File: src/sv/rycc_pkg.sv
// rycc_pkg: word types, stage payload types and fixed-point constants
// for the rgb / ycbcr color converter; no dependencies
package rycc_pkg;

  // bt.601 full-range coefficients, scaled by 2^16
  localparam logic [15:0] KY_R = 16'd19595;
  localparam logic [15:0] KY_G = 16'd38470;
  localparam logic [15:0] KY_B = 16'd7471;
  localparam logic [15:0] K_CB = 16'd36985;
  localparam logic [15:0] K_CR = 16'd46745;
  localparam logic [16:0] K_RV = 17'd91881;
  localparam logic [16:0] K_BU = 17'd116130;
  localparam logic [16:0] K_GN = 17'd111646;
  localparam logic [23:0] CHROMA_OFS = 24'd8355840;

  localparam logic DIR_FWD = 1'b0;
  localparam logic DIR_INV = 1'b1;

  typedef struct packed {
    logic [7:0] component_a;
    logic [7:0] component_b;
    logic [7:0] component_c;
    logic       last_in;
  } in_word_t;

  typedef struct packed {
    logic [7:0] result_a;
    logic [7:0] result_b;
    logic [7:0] result_c;
    logic       last_out;
  } out_word_t;

  // first products
  typedef struct packed {
    logic               dir;
    logic               last;
    logic [7:0]         a;
    logic [7:0]         c;
    logic [22:0]        ya;
    logic [23:0]        yb;
    logic [20:0]        yc;
    logic signed [25:0] rv;
    logic signed [25:0] bu;
  } s1_t;

  // rounded luma, or unclamped red and blue
  typedef struct packed {
    logic              dir;
    logic              last;
    logic [7:0]        a;
    logic [7:0]        c;
    logic [7:0]        y;
    logic signed [9:0] r;
    logic signed [9:0] bl;
  } s2_t;

  // second products
  typedef struct packed {
    logic               dir;
    logic               last;
    logic [7:0]         a;
    logic [7:0]         y;
    logic signed [9:0]  r;
    logic signed [9:0]  bl;
    logic signed [24:0] pm;
    logic signed [24:0] pn;
  } s3_t;

  typedef struct packed {
    logic               dir;
    logic               last;
    logic signed [9:0]  res_a;
    logic signed [9:0]  res_c;
    logic [7:0]         res_b;
    logic signed [25:0] num;
  } s4_t;

  typedef struct packed {
    logic               dir;
    logic               last;
    logic signed [9:0]  res_a;
    logic signed [9:0]  res_c;
    logic [7:0]         res_b;
    logic signed [42:0] gp;
  } s5_t;

  function automatic logic [7:0] clamp8(input logic signed [11:0] v);
    logic [7:0] res;
    priority if (v < 12'sd0) begin
      res = 8'd0;
    end else if (v > 12'sd255) begin
      res = 8'd255;
    end else begin
      res = v[7:0];
    end
    return res;
  endfunction

endpackage

File: src/sv/rycc_front.sv
// rycc_front: first two pipeline stages, coefficient products and
// rounded luma / red / blue; depends on rycc_pkg
module rycc_front
  import rycc_pkg::*;
(
  input  logic     clk,
  input  logic     rst_n,
  input  logic     en,
  input  logic     in_vld,
  input  logic     dir,
  input  in_word_t in_word,
  output logic     s2_vld,
  output s2_t      s2
);

  s1_t  s1_nxt, s1_r;
  s2_t  s2_nxt, s2_r;
  logic s1_vld_r, s2_vld_r;

  logic signed [9:0]  cr_w, cb_w;
  logic signed [8:0]  cr_d, cb_d;
  logic [24:0]        ysum;
  logic signed [26:0] vr, vb, rsum, bsum;

  // stage 1: constant products
  always_comb begin
    cr_w = $signed({1'b0, in_word.component_c, 1'b0}) - 10'sd255;
    cb_w = $signed({1'b0, in_word.component_b, 1'b0}) - 10'sd255;
    cr_d = $signed(cr_w[8:0]);
    cb_d = $signed(cb_w[8:0]);
    s1_nxt.dir  = dir;
    s1_nxt.last = in_word.last_in;
    s1_nxt.a    = in_word.component_a;
    s1_nxt.c    = in_word.component_c;
    s1_nxt.ya   = {15'd0, in_word.component_a} * {7'd0, KY_R};
    s1_nxt.yb   = {16'd0, in_word.component_b} * {8'd0, KY_G};
    s1_nxt.yc   = {13'd0, in_word.component_c} * {5'd0, KY_B};
    s1_nxt.rv   = $signed(26'(cr_d)) * $signed({9'd0, K_RV});
    s1_nxt.bu   = $signed(26'(cb_d)) * $signed({9'd0, K_BU});
  end

  // stage 2: sum and round half away from zero
  always_comb begin
    ysum = 25'(s1_r.ya) + 25'(s1_r.yb) + 25'(s1_r.yc) + 25'd32768;
    vr   = $signed({2'b00, s1_r.a, 17'd0}) + 27'(s1_r.rv);
    vb   = $signed({2'b00, s1_r.a, 17'd0}) + 27'(s1_r.bu);
    rsum = vr + 27'sd65536 - $signed({26'd0, vr[26]});
    bsum = vb + 27'sd65536 - $signed({26'd0, vb[26]});
    s2_nxt.dir  = s1_r.dir;
    s2_nxt.last = s1_r.last;
    s2_nxt.a    = s1_r.a;
    s2_nxt.c    = s1_r.c;
    s2_nxt.y    = ysum[23:16];
    s2_nxt.r    = $signed(rsum[26:17]);
    s2_nxt.bl   = $signed(bsum[26:17]);
  end

  always_ff @(posedge clk) begin
    if (!rst_n) begin
      s1_vld_r <= 1'b0;
      s2_vld_r <= 1'b0;
    end else if (en) begin
      s1_vld_r <= in_vld;
      s2_vld_r <= s1_vld_r;
    end
  end

  always_ff @(posedge clk) begin
    if (en) begin
      s1_r <= s1_nxt;
      s2_r <= s2_nxt;
    end
  end

  assign s2_vld = s2_vld_r;
  assign s2     = s2_r;

endmodule

File: src/sv/rycc_chroma.sv
// rycc_chroma: stages 3 and 4, chroma products and rounding, or the
// green numerator in inverse mode; depends on rycc_pkg
module rycc_chroma
  import rycc_pkg::*;
(
  input  logic clk,
  input  logic rst_n,
  input  logic en,
  input  logic s2_vld,
  input  s2_t  s2,
  output logic s4_vld,
  output s4_t  s4
);

  s3_t  s3_nxt, s3_r;
  s4_t  s4_nxt, s4_r;
  logic s3_vld_r, s4_vld_r;

  logic signed [8:0]  dcb, dcr;
  logic signed [24:0] cbp, crp, gb, gr;
  logic signed [25:0] vcb, vcr, cbs, crs;
  logic signed [9:0]  cb, cr;

  // stage 3
  always_comb begin
    dcb = $signed({1'b0, s2.c}) - $signed({1'b0, s2.y});
    dcr = $signed({1'b0, s2.a}) - $signed({1'b0, s2.y});
    cbp = $signed(25'(dcb)) * $signed({9'd0, K_CB});
    crp = $signed(25'(dcr)) * $signed({9'd0, K_CR});
    gb  = $signed(25'(s2.bl)) * $signed({9'd0, KY_B});
    gr  = $signed(25'(s2.r)) * $signed({9'd0, KY_R});
    s3_nxt.dir  = s2.dir;
    s3_nxt.last = s2.last;
    s3_nxt.a    = s2.a;
    s3_nxt.y    = s2.y;
    s3_nxt.r    = s2.r;
    s3_nxt.bl   = s2.bl;
    if (s2.dir == DIR_INV) begin
      s3_nxt.pm = gb;
      s3_nxt.pn = gr;
    end else begin
      s3_nxt.pm = cbp;
      s3_nxt.pn = crp;
    end
  end

  // stage 4
  always_comb begin
    vcb = 26'(s3_r.pm) + $signed({2'b00, CHROMA_OFS});
    vcr = 26'(s3_r.pn) + $signed({2'b00, CHROMA_OFS});
    cbs = vcb + 26'sd32768 - $signed({25'd0, vcb[25]});
    crs = vcr + 26'sd32768 - $signed({25'd0, vcr[25]});
    cb  = $signed(cbs[25:16]);
    cr  = $signed(crs[25:16]);
    s4_nxt.dir  = s3_r.dir;
    s4_nxt.last = s3_r.last;
    s4_nxt.num  = $signed({2'b00, s3_r.a, 16'd0}) - 26'(s3_r.pm) - 26'(s3_r.pn);
    if (s3_r.dir == DIR_INV) begin
      s4_nxt.res_a = s3_r.r;
      s4_nxt.res_b = 8'd0;
      s4_nxt.res_c = s3_r.bl;
    end else begin
      s4_nxt.res_a = $signed({2'b00, s3_r.y});
      s4_nxt.res_b = clamp8(12'(cb));
      s4_nxt.res_c = $signed({2'b00, clamp8(12'(cr))});
    end
  end

  always_ff @(posedge clk) begin
    if (!rst_n) begin
      s3_vld_r <= 1'b0;
      s4_vld_r <= 1'b0;
    end else if (en) begin
      s3_vld_r <= s2_vld;
      s4_vld_r <= s3_vld_r;
    end
  end

  always_ff @(posedge clk) begin
    if (en) begin
      s3_r <= s3_nxt;
      s4_r <= s4_nxt;
    end
  end

  assign s4_vld = s4_vld_r;
  assign s4     = s4_r;

endmodule

File: src/sv/rycc_green.sv
// rycc_green: stage 5, scales the green numerator by 1/0.587
// depends on rycc_pkg
module rycc_green
  import rycc_pkg::*;
(
  input  logic clk,
  input  logic rst_n,
  input  logic en,
  input  logic s4_vld,
  input  s4_t  s4,
  output logic s5_vld,
  output s5_t  s5
);

  s5_t  s5_nxt, s5_r;
  logic s5_vld_r;

  always_comb begin
    s5_nxt.dir   = s4.dir;
    s5_nxt.last  = s4.last;
    s5_nxt.res_a = s4.res_a;
    s5_nxt.res_b = s4.res_b;
    s5_nxt.res_c = s4.res_c;
    s5_nxt.gp    = $signed(43'(s4.num)) * $signed({26'd0, K_GN});
  end

  always_ff @(posedge clk) begin
    if (!rst_n) begin
      s5_vld_r <= 1'b0;
    end else if (en) begin
      s5_vld_r <= s4_vld;
    end
  end

  always_ff @(posedge clk) begin
    if (en) begin
      s5_r <= s5_nxt;
    end
  end

  assign s5_vld = s5_vld_r;
  assign s5     = s5_r;

endmodule

File: src/sv/rgb_ycbcr_color_convert_unit.sv
// rgb_ycbcr_color_convert_unit: top level of the pixel color converter
// depends on rycc_pkg, rycc_front, rycc_chroma, rycc_green
//
// usage
//   input channel: in_valid / in_stall / in_word carries one pixel
//   (three 8-bit components and a last flag) per word; a word is taken
//   at a clock edge with in_valid high and in_stall low
//   output channel: out_valid / out_stall / out_word carries the
//   converted pixel, last_out copied from last_in
//   config channel: cfg_valid / cfg_ready / cfg_data writes the
//   direction bit (0 rgb to ycbcr, 1 ycbcr to rgb); cfg_ready is always
//   high, write it only while the pipe is empty
//   throughput: one pixel per clock while the pipe is not stalled, every pixel independent
//   path: an accepted word passes the six register stages (products,
//   first rounding, second products, chroma rounding or green
//   numerator, green scaling, clamp and output reg) before out_valid
//   rises with it
//   stall: the whole pipe holds while out_valid and out_stall are both
//   high; in_stall is raised in exactly those cycles, bubbles are
//   refilled whenever the output word is taken or empty
//   reset: rst_n synchronous active low, clears all valid bits and sets
//   the direction to rgb to ycbcr
module rgb_ycbcr_color_convert_unit
  import rycc_pkg::*;
(
  input  logic      clk,
  input  logic      rst_n,
  input  logic      in_valid,
  output logic      in_stall,
  input  in_word_t  in_word,
  output logic      out_valid,
  input  logic      out_stall,
  output out_word_t out_word,
  input  logic      cfg_valid,
  output logic      cfg_ready,
  input  logic      cfg_data
);

  logic      dir_r, dir_nxt;
  logic      en;
  logic      s2_vld, s4_vld, s5_vld;
  s2_t       s2;
  s4_t       s4;
  s5_t       s5;
  logic      out_vld_r;
  out_word_t out_nxt, out_r;

  logic signed [42:0] gsum;
  logic signed [10:0] g;

  // pipe advances unless the output word is held by the receiver
  assign en       = ~out_vld_r | ~out_stall;
  assign in_stall = ~en;
  assign cfg_ready = 1'b1;

  // direction register
  always_comb begin
    dir_nxt = dir_r;
    if (cfg_valid && cfg_ready) begin
      dir_nxt = cfg_data;
    end
  end

  always_ff @(posedge clk) begin
    if (!rst_n) begin
      dir_r <= DIR_FWD;
    end else begin
      dir_r <= dir_nxt;
    end
  end

  rycc_front u_front (
    .clk     (clk),
    .rst_n   (rst_n),
    .en      (en),
    .in_vld  (in_valid),
    .dir     (dir_r),
    .in_word (in_word),
    .s2_vld  (s2_vld),
    .s2      (s2)
  );

  rycc_chroma u_chroma (
    .clk    (clk),
    .rst_n  (rst_n),
    .en     (en),
    .s2_vld (s2_vld),
    .s2     (s2),
    .s4_vld (s4_vld),
    .s4     (s4)
  );

  rycc_green u_green (
    .clk    (clk),
    .rst_n  (rst_n),
    .en     (en),
    .s4_vld (s4_vld),
    .s4     (s4),
    .s5_vld (s5_vld),
    .s5     (s5)
  );

  // final stage: round green by 2^32 (half away from zero) and clamp
  always_comb begin
    gsum = s5.gp + 43'sd2147483648 - $signed({42'd0, s5.gp[42]});
    g    = $signed(gsum[42:32]);
    out_nxt.result_a = clamp8(12'(s5.res_a));
    out_nxt.result_c = clamp8(12'(s5.res_c));
    out_nxt.last_out = s5.last;
    if (s5.dir == DIR_INV) begin
      out_nxt.result_b = clamp8(12'(g));
    end else begin
      out_nxt.result_b = s5.res_b;
    end
  end

  always_ff @(posedge clk) begin
    if (!rst_n) begin
      out_vld_r <= 1'b0;
    end else if (en) begin
      out_vld_r <= s5_vld;
    end
  end

  always_ff @(posedge clk) begin
    if (en) begin
      out_r <= out_nxt;
    end
  end

  assign out_valid = out_vld_r;
  assign out_word  = out_r;

endmodule

File: config.mk
export PLATFORM = sky130hd
export DESIGN_NAME = rgb_ycbcr_color_convert_unit
export DESIGN_NICKNAME = d
export VERILOG_FILES = /design/src/sv/rycc_pkg.sv /design/src/sv/rycc_front.sv /design/src/sv/rycc_chroma.sv /design/src/sv/rycc_green.sv /design/src/sv/rgb_ycbcr_color_convert_unit.sv
export SDC_FILE = /design/constraint.sdc
export NUM_CORES = 2
export LEC_CHECK = 0
export BUFFER_PORTS_ARGS = -buffer_cell sky130_fd_sc_hd__buf_4
export CAP_MARGIN = 20
export CORE_MARGIN = 2
export CORE_UTILIZATION = 32
export DETAILED_ROUTE_END_ITERATION = 16
export PLACE_DENSITY_LB_ADDON = 0.08
export SYNTH_ARGS = -nofsm -noshare
export SYNTH_HDL_FRONTEND = slang
export SYNTH_SLANG_ARGS = --single-unit
File: constraint.sdc
create_clock -name clk -period 52.4 [get_ports clk]
set_input_delay 13.1 -clock clk [delete_from_list [all_inputs] [get_ports clk]]
set_output_delay 13.1 -clock clk [all_outputs]
set_load 0.01 [all_outputs]
* Yosys cells after proc, flatten, opt, wreduce, memory -nomap -nowiden
Index checks and enable logic that the tools add are counted.
Operators by class: $add $sub $neg 23, multipliers 10, $lt $le $gt $ge 10, multiplexer cells 11, bitwise logic cells 4, reductions and logical operators 1
Operators with widths (count):
- 9-bit by 17-bit multiplier with 25-bit output (second input constant) | 3
- 8-bit 2-to-1 mux | 9
- 26-bit by 26-bit adder with 27-bit output | 2
- 27-bit by 18-bit adder with 27-bit output (second input constant) | 2
- 27-bit by 2-bit subtractor with 27-bit output | 2
- 25-bit by 24-bit adder with 26-bit output (second input constant) | 2
- 26-bit by 17-bit adder with 26-bit output (second input constant) | 2
- 26-bit by 2-bit subtractor with 26-bit output | 2
- 50-bit 2-to-1 mux | 1
- 8-bit by 15-bit multiplier with 23-bit output (second input constant) | 2
- 43-bit by 33-bit adder with 43-bit output (second input constant) | 1
- 43-bit by 2-bit subtractor with 43-bit output | 1
- 26-bit by 17-bit multiplier with 42-bit output (second input constant) | 1
- 10-bit by 9-bit > comparator with 1-bit output (second input constant) | 4
- 10-bit by 1-bit < comparator with 1-bit output (second input constant) | 4
- 9-bit by 18-bit multiplier with 26-bit output (second input constant) | 1
- 26-bit 2-to-1 mux | 1
- 25-bit by 25-bit subtractor with 26-bit output | 1
- 26-bit by 25-bit subtractor with 26-bit output | 1
- 10-bit by 16-bit multiplier with 25-bit output (second input constant) | 1
- 23-bit by 24-bit adder with 24-bit output | 1
- 24-bit by 16-bit adder with 24-bit output (second input constant) | 1
- 24-bit by 21-bit adder with 24-bit output | 1
- 10-bit by 14-bit multiplier with 24-bit output (second input constant) | 1
- 8 further kinds | 12
Storage, ports and cells: register bits 430, input bits 31, output and inout port bits 28, logic and storage cells 108

* Depth between registers and ports, before layout
depth after elaboration 7, depth in mapped cells 29, depth with buffers taken out 29

* Cells and area by module
Synthesis repeated with hierarchy kept, for this count alone.
Second synthesis, totals: cells, all modules 5033, area total of the unflattened synthesis 51869.7 um^2
By module, submodules not included:
- rycc_front | times used 1, cells an instance 1802, area each 19422.4 um^2, seq. area each 5295.1 um^2
- rycc_chroma | times used 1, cells an instance 1911, area each 19174.6 um^2, seq. area each 4364.2 um^2
- rycc_green | times used 1, cells an instance 955, area each 10351.2 um^2, seq. area each 2182.1 um^2
- rgb_ycbcr_color_convert_unit | times used 1, cells an instance 365, area each 2921.6 um^2, seq. area each 790.8 um^2

* Worst setup path after synthesis
Ideal clock, no wire load.
path type input port to output port, from in out_stall, to out in_stall, data arrival time 23.755 ns, data required time 39.300 ns, slack 15.545 ns, stages on the path 2, buffers on the path 0, cells stage by stage nand2_1 > inv_1
Between the ends: longest elaborated chain between the ends 3
RTL lines:
- start, declared | line rgb_ycbcr_color_convert_unit.sv:32 | input logic out_stall,
- 1-bit NOT | line rgb_ycbcr_color_convert_unit.sv:52 | assign en = ~out_vld_r | ~out_stall;
- 1-bit OR | line rgb_ycbcr_color_convert_unit.sv:52
- 1-bit NOT | line rgb_ycbcr_color_convert_unit.sv:53 | assign in_stall = ~en;
- end, declared | line rgb_ycbcr_color_convert_unit.sv:29 | output logic in_stall,
Every way passes these cells.

* Worst setup path in the final report
Same ends and word-level chain as after synthesis.

==> flow_summary.yaml <==
synth:
  seq_area_frac_synth_pct: 24.9
  synth_cell_type_count: 88
  yosys.area.top_type_share_pct: 25.9
  async_reset_ff_share_pct: 0
  synth_edf_count: 416
  syn_avg_cell_area_um2: 10.5
  netlist_area_um2: 50700
  syn_inst: 4848
  synthFlopType: "edfxtp_1"
  synth_common_cells: "ha_1 (1,048), inv_1 (996), fa_1 (457)"
  synthAdderAreaFrac_pct: 43.9
  syn_nets: 6384
  synth_top_area_cell: "ha_1"
  yosys-top-cells-area: "ha_1 (26%), edfxtp_1 (25%), fa_1 (18%)"
  muxShareOfSynthArea_pct: 0.728
  ys_ff_latch: 423
  ys_warn_count: 0
  synth_xor_xnor_area_share_pct: 5.06
  synth_most_common_cell: "ha_1"
  synth_simple_gate_area_share_pct: 7.13
  synth-compound-area-share_pct: 10.7
  synth_top_family_by_area: "adder cells"
global_route:
  antenna_found_initial: 8
  gr-usage-met1_pct: 19.5
  grt_overflow: 0
  use_met2_pct: 27.3
  busiest_layer: "met2"
  grt_pass1_wl_um: 196000
  grt.total_usage_pct: 15.5
  grt_pass1_vias: 35208
  grt_max_degree: 136
  use_met3_pct: 1.99
drt:
  wire_per_inst_um: 17.4
  wirelength_um: 123000
  vias_per_cell: 4.68
  drc: 0
  drt-initial-drc-count: 1344
  firstDrtPassIters: 6
  ant_nets: 0
  vias: 33125
clock_tree:
  clock-sinks: 423
  clkLatencyLatePin_ns: 0.69
  cts-root-buf: "clkbuf_16"
  cts_tree: "done"
  cts_resized: 0
  numCtsBuffers: 57
  path_clk_slew_ns: 0.05
  htree_levels: 2
  post_cts_buffers: 0
  hold_buffers: 0
  cts_max_path_buffers: 3
place:
  dp_hpwl_um: 104000
  port_buffers: 57
  gp_congestion: 0.818
critical_path:
  reg2reg_to: "u_chroma.s3_r[21]$_DFFE_PN_"
  cp-end-kind: "primary output"
  endpoint: "in_stall"
  reg2reg_slack_ns: 44.41
  critPathLaunchType: "primary input"
  worst-setup-path-type: "primary input to primary output"
  cp.arrival_ns: 14.24
  rr_startpoint: "u_front.s2[20]$_DFFE_PN_"
  required_ns: 39.30
  rr_worst_depth: 26
  cp-startpoint: "out_stall"
  crit_fanout: 51
final_layout:
  utilization_pct: 35.3
  area_delta_synth_final_pct: 9.69
  drive_gt1_share_pct: 4.40
  num-fill-cells: 16066
  nets: 6488
timing:
  min_period_ns: 27.34
  final-setup-viol-count: 0
  rsz0062_at_grt: "no"
  hold_viol: 0
  slew_viol_final: 0
  finalCritPeriodShare_pct: 52.2
  maxSlewHeadroom_pct: 17.9
  timing.fmax_mhz: 36.6
  tns_ns: 0
  finClkSkew_ns: 0.0447
  worst_pin_slew_ns: 1.22
  hold_ws_ns: 0.417
floorplan:
  die_area_um2: 162000
  rows: 146
  die_width_um: 402
  core_um2: 158000
  io_pins: 59
  die_y_um: 402
  start_util_pct: 32.1
flow_run:
  max_cap_viol_count: 0
run_status:
  outcome: "finished, final reports clean"
min_path:
  min_path_type: "register to register"
==> flip-flops by register name (all words and copies together), names as in the netlist, 25 cells and up <==
name	cells
u_green.s5	72
u_front.s2	46
u_chroma.s4	56
out_word	25
u_front.s1_r	129
u_chroma.s3_r	88
==> how the worst min path moves through the flow <==
stage / startpoint / end / slack, ns / cells after the start
detailed placement: u_chroma.s4[45]$_DFFE_PN_ / u_green.s5[62]$_DFFE_PN_ / 0.41 / 0
global route: u_chroma.s3_r[86]$_DFFE_PN_ / u_chroma.s4[54]$_DFFE_PN_ / 0.42 / 0
floorplan: u_green.s5[71]$_DFFE_PN_ / out_word[0]$_DFFE_PN_ / 0.40 / 0
finish: u_chroma.s4[34]$_DFFE_PN_ / u_green.s5[51]$_DFFE_PN_ / 0.42 / 0
global placement: u_chroma.s4[43]$_SDFFCE_PN0N_ / u_green.s5[60]$_DFFE_PN_ / 0.40 / 0
CTS: u_front.s2[41]$_DFFE_PN_ / u_chroma.s3_r[83]$_DFFE_PN_ / 0.42 / 0
==> kinds of logic (layout without fill, tap and decap cells) <==
family	Yosys count	after routing
adder cells (fa/ha/maj)	1505	1505
XOR/XNOR	291	291
other	1	6
flip-flops	423	423
multiplexers	34	34
AO/OA/AOI/OAI	828	828
buffers and inverters	1019	1169
AND/OR/NAND/NOR	747	747
==> layout by cell type (no fill, tap or decap), drive strengths merged, types with 109 or more instances in the layout <==
cell	instances
a21o	109
a21oi	238
edfxtp	416
fa	457
ha	1048
inv	1001
nand2	170
nor2	226
o21ai	146
xnor2	206
==> per-stage QoR <==
stage,setup WS (ns),std cells,area [um^2]
CTS,24.97,7070,55600
detailed placement,24.97,6965,53700
global route,24.89,7070,55600
global placement,25.01,6965,53700
finish,25.06,7075,55600
floorplan,15.54,4848,50700
==> per-layer routing <==
layer | routed length, um | vias up
li1 | - | 16780
met1 | 55300 | 15848
met2 | 60700 | 320
met3 | 3180 | 173
met4 | 4190 | 4
met5 | 34 | -
==> critical path, cell delays in order <==
cell,delay (ns)
buf_4,0.12
nand2_4,0.49
inv_1,0.29
buf_4,0.23
==> cell type report <==
type | count | area (um^2) | area share, %
Clock buffer | 67 | 1460 | 2.63
Clock inverter | 38 | 413 | 0.742
Tap cell | 2072 | 2590 | 4.66
Sequential cell | 423 | 12600 | 22.7
Timing Repair Buffer | 68 | 523 | 0.940
Antenna cell | 5 | 12.5 | 0.0225
Inverter | 996 | 3740 | 6.72
Multi-Input combinational cell | 3406 | 34300 | 61.6
Power is left out: the tool's default activity adds up to more than one toggle a clock period on the data nets, which glitch-free logic cannot reach.
